File: src/sv/hmtd_pkg.sv
// shared constants, types and the crc-8 step function for the frame decoder
// no dependencies
package hmtd_pkg;

    localparam logic [7:0]  CRC_INIT   = 8'hFF;
    localparam logic [7:0]  CRC_POLY   = 8'h31;

    localparam logic [2:0]  POS_HUM_MSB = 3'd0;
    localparam logic [2:0]  POS_HUM_LSB = 3'd1;
    localparam logic [2:0]  POS_HUM_CRC = 3'd2;
    localparam logic [2:0]  POS_TMP_MSB = 3'd3;
    localparam logic [2:0]  POS_TMP_LSB = 3'd4;
    localparam logic [2:0]  POS_TMP_CRC = 3'd5;

    localparam logic [13:0] HUM_SCALE   = 14'd10000;
    localparam logic [14:0] TMP_SCALE   = 15'd17500;
    localparam logic [16:0] FULL_SCALE  = 17'd65535;
    localparam logic signed [15:0] TMP_OFFSET = 16'sd4500;
    localparam logic signed [14:0] TMP_MIN    = -15'sd4500;
    localparam logic signed [14:0] TMP_MAX    = 15'sd13000;

    typedef enum logic [1:0] {
        ERR_NONE    = 2'd0,
        ERR_HUM_CRC = 2'd1,
        ERR_TMP_CRC = 2'd2
    } t_err;

    typedef struct packed {
        logic [15:0] hum_raw;
        logic [15:0] tmp_raw;
        logic        ok;
        t_err        err;
    } t_frame;

    // one byte through the msb-first crc-8 register
    function automatic logic [7:0] crc_feed(input logic [7:0] acc, input logic [7:0] b);
        logic [7:0] v;
        v = acc ^ b;
        for (int k = 0; k < 8; k++) begin
            if (v[7]) begin
                v = {v[6:0], 1'b0} ^ CRC_POLY;
            end else begin
                v = {v[6:0], 1'b0};
            end
        end
        return v;
    endfunction

endpackage

File: src/sv/hmtd_if.sv
// valid/ready channel interfaces for the frame decoder
// depends on nothing but plain logic
interface hmtd_in_if;
    logic       valid;
    logic       ready;
    logic [7:0] data_byte;
    logic       frame_start;

    modport source (output valid, output data_byte, output frame_start, input ready);
    modport sink   (input valid, input data_byte, input frame_start, output ready);
endinterface

interface hmtd_out_if;
    logic               valid;
    logic               ready;
    logic [13:0]        humidity_centi;
    logic signed [14:0] temperature_centi;
    logic               data_valid;
    logic [1:0]         error_code;

    modport source (output valid, output humidity_centi, output temperature_centi,
                    output data_valid, output error_code, input ready);
    modport sink   (input valid, input humidity_centi, input temperature_centi,
                    input data_valid, input error_code, output ready);
endinterface

File: src/sv/hmtd_frame.sv
// byte position tracking, crc checking and raw reading capture
// depends on hmtd_pkg and hmtd_in_if
module hmtd_frame (
    input  logic            i_clk,
    input  logic            i_rst_n,
    hmtd_in_if.sink         i_in,
    input  logic            i_frm_rdy,
    output logic            o_frm_vld,
    output hmtd_pkg::t_frame o_frm
);
    import hmtd_pkg::*;

    logic [2:0]  r_pos,  n_pos;
    logic [7:0]  r_crc,  n_crc;
    logic [7:0]  r_msb,  n_msb;
    logic [15:0] r_hum,  n_hum;
    logic [15:0] r_tmp,  n_tmp;
    logic        r_hok,  n_hok;
    logic        r_fvld, n_fvld;
    t_frame      r_frm,  n_frm;

    logic        accept;
    logic [2:0]  pos;
    logic [7:0]  crc_next;
    logic        crc_match;

    assign i_in.ready = !r_fvld || i_frm_rdy;
    assign accept     = i_in.valid && i_in.ready;

    // frame start forces position zero; unused codes restart too
    assign pos       = (i_in.frame_start || r_pos > POS_TMP_CRC) ? POS_HUM_MSB : r_pos;
    assign crc_next  = crc_feed((pos == POS_HUM_MSB || pos == POS_TMP_MSB) ? CRC_INIT : r_crc,
                                i_in.data_byte);
    assign crc_match = (r_crc == i_in.data_byte);

    always_comb begin
        n_pos  = r_pos;
        n_crc  = r_crc;
        n_msb  = r_msb;
        n_hum  = r_hum;
        n_tmp  = r_tmp;
        n_hok  = r_hok;
        n_fvld = r_fvld && !i_frm_rdy;
        n_frm  = r_frm;
        if (accept) begin
            case (pos)
                POS_HUM_MSB, POS_TMP_MSB: begin
                    n_crc = crc_next;
                    n_msb = i_in.data_byte;
                    n_pos = pos + 3'd1;
                end
                POS_HUM_LSB: begin
                    n_crc = crc_next;
                    n_hum = {r_msb, i_in.data_byte};
                    n_pos = POS_HUM_CRC;
                end
                POS_HUM_CRC: begin
                    n_hok = crc_match;
                    n_crc = CRC_INIT;
                    n_pos = POS_TMP_MSB;
                end
                POS_TMP_LSB: begin
                    n_crc = crc_next;
                    n_tmp = {r_msb, i_in.data_byte};
                    n_pos = POS_TMP_CRC;
                end
                default: begin
                    n_crc         = CRC_INIT;
                    n_pos         = POS_HUM_MSB;
                    n_fvld        = 1'b1;
                    n_frm.hum_raw = r_hum;
                    n_frm.tmp_raw = r_tmp;
                    n_frm.ok      = r_hok && crc_match;
                    n_frm.err     = !r_hok ? ERR_HUM_CRC : (!crc_match ? ERR_TMP_CRC : ERR_NONE);
                end
            endcase
        end
    end

    always_ff @(posedge i_clk) begin
        if (!i_rst_n) begin
            r_pos  <= POS_HUM_MSB;
            r_crc  <= CRC_INIT;
            r_hok  <= 1'b0;
            r_fvld <= 1'b0;
        end else begin
            r_pos  <= n_pos;
            r_crc  <= n_crc;
            r_hok  <= n_hok;
            r_fvld <= n_fvld;
        end
    end

    always_ff @(posedge i_clk) begin
        r_msb <= n_msb;
        r_hum <= n_hum;
        r_tmp <= n_tmp;
        r_frm <= n_frm;
    end

    assign o_frm_vld = r_fvld;
    assign o_frm     = r_frm;

endmodule

File: src/sv/hmtd_scale.sv
// fixed-point scaling of the raw readings into the output register
// depends on hmtd_pkg and hmtd_out_if
module hmtd_scale (
    input  logic             i_clk,
    input  logic             i_rst_n,
    input  logic             i_frm_vld,
    input  hmtd_pkg::t_frame i_frm,
    output logic             o_frm_rdy,
    hmtd_out_if.source       o_out
);
    import hmtd_pkg::*;

    logic [29:0]        hum_prod;
    logic [13:0]        hum_q0;
    logic [16:0]        hum_rem;
    logic [13:0]        hum_q;
    logic [30:0]        tmp_prod;
    logic [14:0]        tmp_q0;
    logic [16:0]        tmp_rem;
    logic [14:0]        tmp_q;
    logic signed [15:0] tmp_c;
    logic               advance;

    logic               r_vld, n_vld;
    logic [13:0]        r_hum, n_hum;
    logic signed [14:0] r_tmp, n_tmp;
    logic               r_ok,  n_ok;
    logic [1:0]         r_err, n_err;

    // x / 65535: take x >> 16, remainder is low half plus that quotient, one correction
    assign hum_prod = 30'(i_frm.hum_raw) * 30'(HUM_SCALE);
    assign hum_q0   = hum_prod[29:16];
    assign hum_rem  = 17'(hum_prod[15:0]) + 17'(hum_q0);
    assign hum_q    = hum_q0 + 14'(hum_rem >= FULL_SCALE);

    assign tmp_prod = 31'(i_frm.tmp_raw) * 31'(TMP_SCALE);
    assign tmp_q0   = tmp_prod[30:16];
    assign tmp_rem  = 17'(tmp_prod[15:0]) + 17'(tmp_q0);
    assign tmp_q    = tmp_q0 + 15'(tmp_rem >= FULL_SCALE);
    assign tmp_c    = $signed({1'b0, tmp_q}) - TMP_OFFSET;

    assign advance   = !r_vld || o_out.ready;
    assign o_frm_rdy = advance;

    always_comb begin
        n_vld = advance ? i_frm_vld : r_vld;
        n_hum = r_hum;
        n_tmp = r_tmp;
        n_ok  = r_ok;
        n_err = r_err;
        if (advance && i_frm_vld) begin
            n_ok  = i_frm.ok;
            n_err = i_frm.ok ? ERR_NONE : i_frm.err;
            n_hum = i_frm.ok ? hum_q : '0;
            n_tmp = i_frm.ok ? tmp_c[14:0] : '0;
        end
    end

    always_ff @(posedge i_clk) begin
        if (!i_rst_n) begin
            r_vld <= 1'b0;
        end else begin
            r_vld <= n_vld;
        end
    end

    always_ff @(posedge i_clk) begin
        r_hum <= n_hum;
        r_tmp <= n_tmp;
        r_ok  <= n_ok;
        r_err <= n_err;
    end

    assign o_out.valid             = r_vld;
    assign o_out.humidity_centi    = r_hum;
    assign o_out.temperature_centi = r_tmp;
    assign o_out.data_valid        = r_ok;
    assign o_out.error_code        = r_err;

endmodule

File: src/sv/humidity_temp_frame_decoder_unit.sv
// top level of the humidity / temperature frame decoder
// depends on hmtd_pkg, hmtd_if, hmtd_frame and hmtd_scale
//
//   channel   dir   word contents
//   -------   ---   -----------------------------------------------------------
//   i_in      in    data_byte (8), frame_start (1)
//   o_out     out   humidity_centi (14), temperature_centi (15 signed),
//                   data_valid (1), error_code (2)
//
// one input word per cycle is taken while the input is not stalled; only the sixth byte of a frame makes a result
// after its closing byte a result is registered in the frame register, then in the output register
// the multiply-and-correct paths in the scaling stage set the clock limit
// reset is synchronous and active low: byte position zero, crc preset, both stages empty
// a stalled output holds its word; input stalls only when both stages are full
module humidity_temp_frame_decoder_unit (
    input  logic       i_clk,
    input  logic       i_rst_n,
    hmtd_in_if.sink    i_in,
    hmtd_out_if.source o_out
);
    import hmtd_pkg::*;

    // frame stage to scaling stage
    logic   frm_vld;
    logic   frm_rdy;
    t_frame frm;

    // byte assembly: position counter, running crc, captured readings
    hmtd_frame u_frame (
        .i_clk     (i_clk),
        .i_rst_n   (i_rst_n),
        .i_in      (i_in),
        .i_frm_rdy (frm_rdy),
        .o_frm_vld (frm_vld),
        .o_frm     (frm)
    );

    // conversion to centi-units and the output register
    hmtd_scale u_scale (
        .i_clk     (i_clk),
        .i_rst_n   (i_rst_n),
        .i_frm_vld (frm_vld),
        .i_frm     (frm),
        .o_frm_rdy (frm_rdy),
        .o_out     (o_out)
    );

endmodule

File: src/flat_wrapper.sv
// flat-port wrapper written by rule: the top's interface ports become plain ports
module humidity_temp_frame_decoder_unit_flat import hmtd_pkg::*;
  (i_clk, i_rst_n, i_in_valid, i_in_data_byte, i_in_frame_start, i_in_ready, o_out_valid, o_out_humidity_centi, o_out_temperature_centi, o_out_data_valid, o_out_error_code, o_out_ready);
  hmtd_in_if i_in_i ();
  hmtd_out_if o_out_i ();
  input  logic i_clk;
  input  logic i_rst_n;
  input wire logic [$bits(i_in_i.valid)-1:0] i_in_valid;
  input wire logic [$bits(i_in_i.data_byte)-1:0] i_in_data_byte;
  input wire logic [$bits(i_in_i.frame_start)-1:0] i_in_frame_start;
  output wire logic [$bits(i_in_i.ready)-1:0] i_in_ready;
  output wire logic [$bits(o_out_i.valid)-1:0] o_out_valid;
  output wire logic [$bits(o_out_i.humidity_centi)-1:0] o_out_humidity_centi;
  output wire logic [$bits(o_out_i.temperature_centi)-1:0] o_out_temperature_centi;
  output wire logic [$bits(o_out_i.data_valid)-1:0] o_out_data_valid;
  output wire logic [$bits(o_out_i.error_code)-1:0] o_out_error_code;
  input wire logic [$bits(o_out_i.ready)-1:0] o_out_ready;
  assign i_in_i.valid = i_in_valid;
  assign i_in_i.data_byte = i_in_data_byte;
  assign i_in_i.frame_start = i_in_frame_start;
  assign i_in_ready = i_in_i.ready;
  assign o_out_valid = o_out_i.valid;
  assign o_out_humidity_centi = o_out_i.humidity_centi;
  assign o_out_temperature_centi = o_out_i.temperature_centi;
  assign o_out_data_valid = o_out_i.data_valid;
  assign o_out_error_code = o_out_i.error_code;
  assign o_out_i.ready = o_out_ready;
  humidity_temp_frame_decoder_unit u_core (.i_clk(i_clk), .i_rst_n(i_rst_n), .i_in(i_in_i), .o_out(o_out_i));
endmodule
File: config.mk
export PLATFORM = sky130hd
export DESIGN_NAME = humidity_temp_frame_decoder_unit_flat
export DESIGN_NICKNAME = d
export VERILOG_FILES = /design/src/sv/hmtd_pkg.sv /design/src/sv/hmtd_if.sv /design/src/sv/hmtd_frame.sv /design/src/sv/hmtd_scale.sv /design/src/sv/humidity_temp_frame_decoder_unit.sv /design/src/flat_wrapper.sv
export SDC_FILE = /design/constraint.sdc
export NUM_CORES = 1
export LEC_CHECK = 0
export BUFFER_PORTS_ARGS = -buffer_cell sky130_fd_sc_hd__buf_2
export CAP_MARGIN = 0
export CELL_PAD_IN_SITES_DETAIL_PLACEMENT = 1
export CELL_PAD_IN_SITES_GLOBAL_PLACEMENT = 2
export CORE_MARGIN = 5
export CORE_UTILIZATION = 39
export CTS_BUF_LIST = sky130_fd_sc_hd__clkbuf_4
export CTS_CLUSTER_DIAMETER = 50
export DETAILED_ROUTE_END_ITERATION = 16
export PLACE_DENSITY = 0.87
export REMOVE_ABC_BUFFERS = 1
export SLEW_MARGIN = 15
export SYNTH_ARGS = -nofsm -noshare
export SYNTH_HDL_FRONTEND = slang
export SYNTH_SLANG_ARGS = --single-unit
File: constraint.sdc
create_clock -name i_clk -period 8.3 [get_ports i_clk]
set_clock_uncertainty 0.15 [all_clocks]
set_input_delay 0.415 -clock i_clk [delete_from_list [all_inputs] [get_ports i_clk]]
set_output_delay 0.415 -clock i_clk [all_outputs]
set_load 0.1 [all_outputs]
==> results of run 1 <==
-- routing by layer --
metal,GRT usage,part of all wire,routed length [um],up-vias
li1,-,-,-,4401
met1,0.236,0.47,14400,4426
met2,0.292,0.49,14900,120
met3,0.0249,0.022,672,28
met4,0.0367,0.015,451,0
met5,0,0,0,-
-- critical path, delay by kind of cell (launching register included) --
family,cells,cell delay [ps]
adder cells (fa/ha/maj),8,2890
buffers and inverters,5,530
AO/OA/AOI/OAI,10,1870
XOR/XNOR,2,310
flip-flops,1,450
AND/OR/NAND/NOR,8,1500
-- cell usage after synthesis (7+ instances only) --
library cell    n
xor2_1         32
a21oi_1        59
fa_1           82
a211oi_1       11
a21o_1         20
nor2_1         75
o21a_1         20
nand2b_1        9
and3_1          7
edfxtp_1      107
ha_1          199
dfxtp_1        14
nand2_1        61
inv_1         247
o22ai_1         9
o31a_1          7
o21ai_0        41
nor2b_1        14
nand3_1        16
clkbuf_1       10
or3_1           9
xnor2_1        56
nor3_1         10
and2_1         15
-- stage by stage --
stage,TNS (ps),util,std cells
after floorplan,0,-,1212
after global placement,0,0.428,1698
after detailed placement,-443,0.428,1698
after CTS,0,0.440,1736
after global routing,-275,0.455,1762
final,0,0.455,1762
-- path summary, 6_finish.rpt --
check	to	slack (ps)	cells after the start
worst max-delay path	u_core.u_scale.o_out.temperature_centi[14]	340	33
worst min-delay path	u_core.u_frame.r_hum[2]	50	1
worst max register to register	u_core.u_scale.o_out.temperature_centi[14]	340	33
worst min register to register	u_core.u_frame.o_frm[14]	270	0
-- repair_timing --
action / CTS / global route
buffers inserted: 1 / 25
hold buffers: 6 / 1
gates cloned: 0 / 0
setup endpoints to repair: 6 / 21
pin swaps: 0 / 19
hold endpoints to repair: 20 / 1
resized for setup: 4 / 59
-- sequential cells by signal (all words and copies together) (netlist names), 3 cells and up --
name	count
u_core.u_frame.r_pos	3
u_core.u_frame.o_frm	35
u_core.u_scale.o_out.temperature_centi	15
u_core.u_frame.r_tmp	16
u_core.u_scale.o_out.humidity_centi	14
u_core.u_frame.r_crc	8
u_core.u_frame.r_msb	8
u_core.u_frame.r_hum	16
-- cells by family (layout without fill, tap and decap cells) --
group           Yosys count  in the layout  synth area share
buf+inv                 261            401            0.0823
fa+ha+maj               281            281             0.339
compound gates          224            224             0.123
mux                       4              4           0.00329
simple gates            247            247             0.102
flops                   121            121             0.287
xor+xnor                 88             88            0.0632
-- cell type report --
cell class	instances	area [sq um]	share of cell area
Tap cell	396	495	0.0354
Clock inverter	12	126	0.00904
Multi-Input combinational cell	844	7980	0.570
Inverter	247	927	0.0663
Clock buffer	19	143	0.0102
Timing Repair Buffer	123	826	0.0590
Sequential cell	121	3490	0.250
-- report_power, final --
| part | total, uW | switching [uW] | internal, uW |
|---|---|---|---|
| Clock | 426 | 244 | 182 |
| Sequential | 701 | 16.2 | 685 |
| Combinational | 1640 | 940 | 702 |
| Total | 2770 | 1200 | 1570 |
-- cell usage in the layout, fill, tap and decap left out, drive strengths merged, types with 4 or more instances in the layout --
cell type	n
and3	7
dlygate4sd3	7
xor2	32
xnor2	56
clkinv	4
a21oi	61
o21ai	48
ha	199
nor2	75
a21boi	9
nor3	10
dfxtp	14
o21a	20
nor2b	14
o211ai	7
clkbuf	19
nand4b	4
a2111oi	4
mux2i	4
clkinvlp	4
a21o	20
buf	116
o22ai	9
inv	249
edfxtp	107
nand2	61
o31a	7
nand3	16
a211oi	12
or3	12
and2	17
nand2b	9
nor4	6
fa	82
==> results.md, run 1 <==
STA:
- The final setup violation count is 0.
- The measured slew at the worst slew-check pin is 982 ps.
- Across all hold checks on the routed design, the worst slack comes to 53.4 ps.
- The achievable clock frequency is 126 MHz.
- Dividing the final minimum period by the clock period gives 0.959.
- The worst path needs 7960 ps of the cycle, external delays included.
- The final count of pins violating max slew is 0.
- The max-slew headroom at the worst pin is 0.345.
- The final hold violation count is 0.
- In the post-route analysis, the smallest setup slack over all paths is 344 ps.

Setup path:
- The critical path starts at u_core.u_frame.o_frm[11].
- The required time at the endpoint of the critical path is 8440 ps.
- The worst setup path is captured at a register.
- The type of the setup path with the least slack is register to register.
- Of all nets on the critical path, the largest fanout is 6.
- The startpoint identified for the worst register-to-register timing path is u_core.u_frame.o_frm[11].
- STA classifies the critical path startpoint as a register.
- For this run, the slowest stage of the critical path takes 550 ps.
- STA puts the critical path data arrival time at 8100 ps.
- The critical path's slowest cell is fa_1.

GRT:
- The maximum number of pins on one net before global-route repair is 36.
- The overall routing resource usage is 0.172.
- The number of antenna violations at the first check in global routing is 0.
- The number of global-route vias before repair is 9523.
- The first-pass GRT wire length is 49000 um.
- Global routing finished with a remaining overflow of 0.

Synth:
- The post-synthesis area per instance is 9.94 sq um.
- By area the synthesized netlist is led by edfxtp_1 (26%), ha_1 (20%), fa_1 (13%), inv_1 (7.6%), xnor2_1 (4.0%).
- Counting flops with an async set or reset pin after synthesis yields a share of 0.
- The number of enable flip-flop cells after synthesis is 107.
- The biggest area contributor in the post-synthesis netlist is edfxtp_1.
- The gate count after technology mapping is 1226.
- The number of warning messages in the yosys log is 0.
- The most used flip-flop cell after synthesis is edfxtp_1.
- The fraction of post-synthesis cell area in the top cell type by area is 0.264.
- The fraction of the yosys area taken by sequential cells is 0.287.
- The synthesized design contains 121 register bits.
- The area of the mapped netlist is 12200 sq um.
- In this run, distinct cell masters in the synthesized netlist total 72.

Clock network:
- CTS built an H-tree with a depth of 4.
- The longest clock path from root to sink contains 2 buffers.
- Clock-pin slew was measured on the worst setup and hold paths at 120 ps.
- The clock sink count is 121.
- The cell at the root of the clock tree is clkbuf_4.
- TritonCTS built the clock tree.
- The clock reaches the later pin of the worst-skew pair after 570 ps.
- In this run, CTS created clock tree buffers numbering 17.

Run:
- The number of max-capacitance violations reported is 0.

Power:
- Power comes to 2770 uW.
- The worst-case IR drop observed on VDD is 92.2 uV.
- For this design the static power due to leakage is 0.00652 uW.
- The total power density per cell area is 198 nW/um^2.

Drt:
- Detailed routing inserted a total of 8975 vias.
- The total wirelength of the detailed-routed design is 30300 um.
- The first detailed-routing pass took 7 iterations.
- The number of nets still failing antenna checks after routing is 0.
- Using the TritonRoute via totals, the vias-per-cell ratio works out to 5.09.
- The per-cell routed wire length is 17.2 um.
- The residual DRC count is 0.
- The first routing iteration left 360 violations.

Floorplanning:
- The die is 187 um wide.
- The number of top-level design ports is 47.
- The die span in y is 187 um.
- The die covers 34900 sq um.
- The effective utilization at floorplan is 0.396.
- In this run the core area contains 64 standard-cell rows.
- The total area inside the core boundary comes to 30700 sq um.

Min path:
- The type of the most critical hold path is input pin to register.
- The worst hold path begins at i_in_data_byte[2].

Placed design:
- Summed over all nets, the half-perimeter wirelength after detailed placement is 25100 um.
- The final weighted congestion in routability-driven placement is 0.860.
- Once placement finished, the instance area stood at 13200 sq um.
- The count of buffers added on input and output ports is 46.
- Before CTS, the worst setup slack after placement is -155 ps.

Layout:
- For this run, the post-layout net count is 1648.
- The growth of design area from synthesis to finish is 14.8%.
- The cell area after layout is 14000 sq um.
- In the final layout, the share of cells above drive strength 1 is 0.155.
- The filler cells instantiated in the layout total 3490.
- The total inserted antenna cells is 0.

Run status:
- The flow ran to the end, and the final reports show no timing, DRC or antenna violations.
(Power assumes the default switching activity.)
==> inputs of run 2 (changes only) <==
- CORE_MARGIN: 5 -> 4
- CTS_CLUSTER_SIZE: unset -> 24
==> run 2 against run 1 <==
- register-to-register slack worse by 100 ps
- combinational power is essentially flat
- maximum frequency shrank 1.3%
- critical path depth increased by 1
- sequential share of layout area shrank 0.17 points
- worst hold slack better by 36 ps
- clock-buffer cell count fell by 2
==> results.md, run 2 (same netlist as run 1, synthesis figures left out) <==
Power:
- The internal portion of total power is 1580 uW (+0.63%).
- The total power is 2820 uW (+2.0%).
- The total power density per cell area came to 201 nW/um^2 (+1.3%).
- The leakage power is 0.00656 uW (+0.52%).
- The part of the power in the clock network was 0.168 (+0.014).
- The fraction of power spent switching nets is 0.441 (+0.00733).
- The combinational fraction of design power is 0.583 (-0.010).
- The net switching power figure is 1240 uW (+3.7%).
- The worst IR drop on VDD came to 83.3 uV (-9.7%).
- The sequential share of power is 0.248 (-0.005).

Layout:
- The growth of design area from synthesis to finish is 15.5%.
- The final standard cell utilization of the core is 0.458 (+0.00305).
- The flip-flop count of the largest register after layout is 35 (unchanged).
- The final layout net count came to 1648 (unchanged).
- The most common cell after layout, fill and taps aside is inv_1.
- The area of all sequential standard cells came to 3490 sq um (unchanged).
- The cell area after layout was 14100 sq um (+0.67%).
- The fraction of layout cells with a size suffix above 1 is 0.162 (+0.00720).
- The number of inserted filler cells in the final layout was 3517 (+0.77%).
- Leaving out fill and tap cells, the most frequent cells in the layout are inv_1 (245), ha_1 (186), edfxtp_1 (107).
- The area of the multi-input gates is 8030 sq um (+0.67%).

Placed design:
- The HPWL after detailed placement is 25200 um (+0.33%).
- The final weighted congestion in routability-driven placement was 0.830 (-3.5%).
- The number of buffers added on ports was 46 (unchanged).
- The placed cell area is 13200 sq um (-0.11%).

Clock network:
- The clock latency reported for the late side of the worst-skew pair is 550 ps (-20 ps).
- The number of buffers on the longest clock path is 2 (unchanged).
- The total number of H-tree levels was 4 (unchanged).
- In this run the clock root is driven by a clkbuf_4.
- The TritonCTS clock tree is built.
- The clock sink count is 121 (unchanged).
- The TritonCTS buffer count is 17 (unchanged).
- The clock input transition at the sequential cells of the worst setup and hold paths is 150 ps (+30 ps).

STA:
- The final setup violation count came to 0 (unchanged).
- The achievable clock frequency was 124 MHz (-1.3%).
- The time the final worst path needs with I/O delays and setup is 8060 ps (+102 ps).
- The measured slew at the worst slew-check pin is 996 ps (+14.2 ps).
- The final hold violation count is 0 (unchanged).
- The worst hold slack after final layout is 89.7 ps (+36.3 ps).
- The final worst-path cycle share is 0.971 (+0.0122).
- The setup TNS after final layout is 0 ps (unchanged).
- The final count of pins violating max slew is 0 (unchanged).
- The max-slew headroom at the worst pin is 0.336 (-0.00949).

Floorplanning:
- The number of top-level design ports is 47 (unchanged).
- The die boundary width is 185 um (-1.1%).
- The die outline area was 34100 sq um (-2.1%).
- The die span in y is 185 um (-1.1%).
- The floorplan core area is 30700 sq um (unchanged).
- The effective utilization at floorplan is 0.396 (unchanged).
- The row count is 64 (unchanged).

Min path:
- The type of the most critical hold path is input pin to register.

Setup path:
- The worst register-to-register path ends at u_core.u_scale.o_out.temperature_centi[14].
- The number of cells on the worst reg-to-reg path is 34 (+3.0%).
- The required time at the endpoint of the critical path is 8460 ps (+20 ps).
- The critical path ends at u_core.u_scale.o_out.temperature_centi[14].
- The most critical setup path has its startpoint at u_core.u_frame.o_frm[13].
- The number of cells on the critical path is 34 (+3.0%).
- In this run the critical register-to-register path is launched from u_core.u_frame.o_frm[13].
- The worst-case register-to-register setup slack came to 240 ps (-100 ps).
- The maximum fanout count along the critical path is 5 (-1).
- The buffering stage count on the worst path with inverters included was 6 (+1).
- Counting stages on the worst path, the most repeated cell is inv_1.
- The endpoint type of the worst setup path is a register.
- The cell type group with the largest total delay on the critical path is adder cells.
- The worst endpoint data arrival time was 8220 ps (+120 ps).
- The type of the setup path with the least slack is register to register.
- The worst setup path is launched from a register.
- The maximum single-stage delay on the critical path came to 530 ps (-20 ps).
- The critical path's slowest cell is fa_1.

GRT:
- The number of global-route vias before repair is 9525 (+0.021%).
- The overall routing resource usage is 0.181 (+0.00868).
- The global-route congestion overflow total came to 0 (unchanged).
- The first-pass GRT wire length was 49000 um (-0.11%).
- The number of antenna violations at the first check in global routing is 1 (+1).
- The maximum number of pins on one net before global-route repair is 36 (unchanged).

Run status:
- The flow ran to the end, and the final reports show no timing, DRC or antenna violations.

Drt:
- The sum of routed wire segments on met1 is 14100 um (-1.8%).
- The detailed-routed wire length on met3 is 717 um (+6.7%).
- The number of nets still failing antenna checks after routing is 0 (unchanged).
- The detailed-route vias per instance was 5.09 (-0.14%).
- The number of vias after detailed routing was 8973 (-0.022%).
- The met2 layer wire length in the routed design was 15000 um (+1.1%).
- The detailed-routing iteration count for the pre-antenna-repair pass was 5 (-2).
- The detailed router's first-iteration violation count is 438 (+22%).
- The uppermost layer routed is met4.
- The residual DRC count was 0 (unchanged).
- The total wirelength of the detailed-routed design is 30200 um (-0.38%).
- The per-cell routed wire length is 17.1 um (-0.50%).

Run:
- The number of max-capacitance violations reported is 0 (unchanged).
==> run 2: power groups by stage <==
stage	clock, uW	sequential, uW	combinational (uW)
global placement	0	715	1440
detailed placement	0	717	1480
floorplan	0	726	1080
finish	475	701	1650
CTS	491	703	1500
global route	523	704	1850
==> run 2: metal layers <==
metal,vias to the layer above,GRT usage
met2,110,0.306
met3,23,0.0275
li1,4425,-
met1,4415,0.245
met4,0,0.0437
met5,-,0
==> run 2: what timing repair did <==
item | 4_1_cts | 5_1_grt
pin swaps | 0 | 32
gates resized for setup | 3 | 72
hold buffers | 6 | 2
endpoints found under the setup margin | 5 | 24
endpoints found under the hold margin | 21 | 5
setup buffers | 0 | 27
==> run 2: metrics by stage <==
stage,worst slack [ps],cells
after detailed placement,-137,1696
final,243,1764
after floorplan,464,1212
after global routing,-192,1764
after CTS,46.8,1734
after global placement,169,1696
==> run 2: how the worst min path moves through the flow <==
stage	slack, ps	to	cells past startpoint	start
4_1_cts	0.7	u_core.u_frame.r_hum[6]	1	i_in_data_byte[6]
6_report	90	u_core.u_frame.r_hum[3]	1	i_in_data_byte[3]
3_3_place_gp	250	u_core.u_frame.o_frm[19]	0	u_core.u_frame.r_hum[0]
3_5_place_dp	260	u_core.u_frame.o_frm[28]	0	u_core.u_frame.r_hum[9]
2_1_floorplan	250	u_core.u_frame.o_frm[10]	0	u_core.u_frame.r_tmp[7]
5_1_grt	-0.2	u_core.u_frame.r_hum[3]	1	i_in_data_byte[3]
==> run 2: layout make-up <==
class	count	share of cell area
well taps	396	0.0352
multi-input cells	844	0.570
clock inverters	15	0.0125
inverters	247	0.0658
diodes	1	0.000178
flip-flops and latches	121	0.248
clock buffers	17	0.00906
repair buffers	123	0.0588
==> run 2: worst reg2reg max path, delay by kind of cell, from the launching register on <==
kind | cells | cell delay (ps)
adder cells (fa/ha/maj) | 9 | 3110
XOR/XNOR | 1 | 170
buffers and inverters | 6 | 510
AND/OR/NAND/NOR | 6 | 1100
AO/OA/AOI/OAI | 12 | 2300
flip-flops | 1 | 470
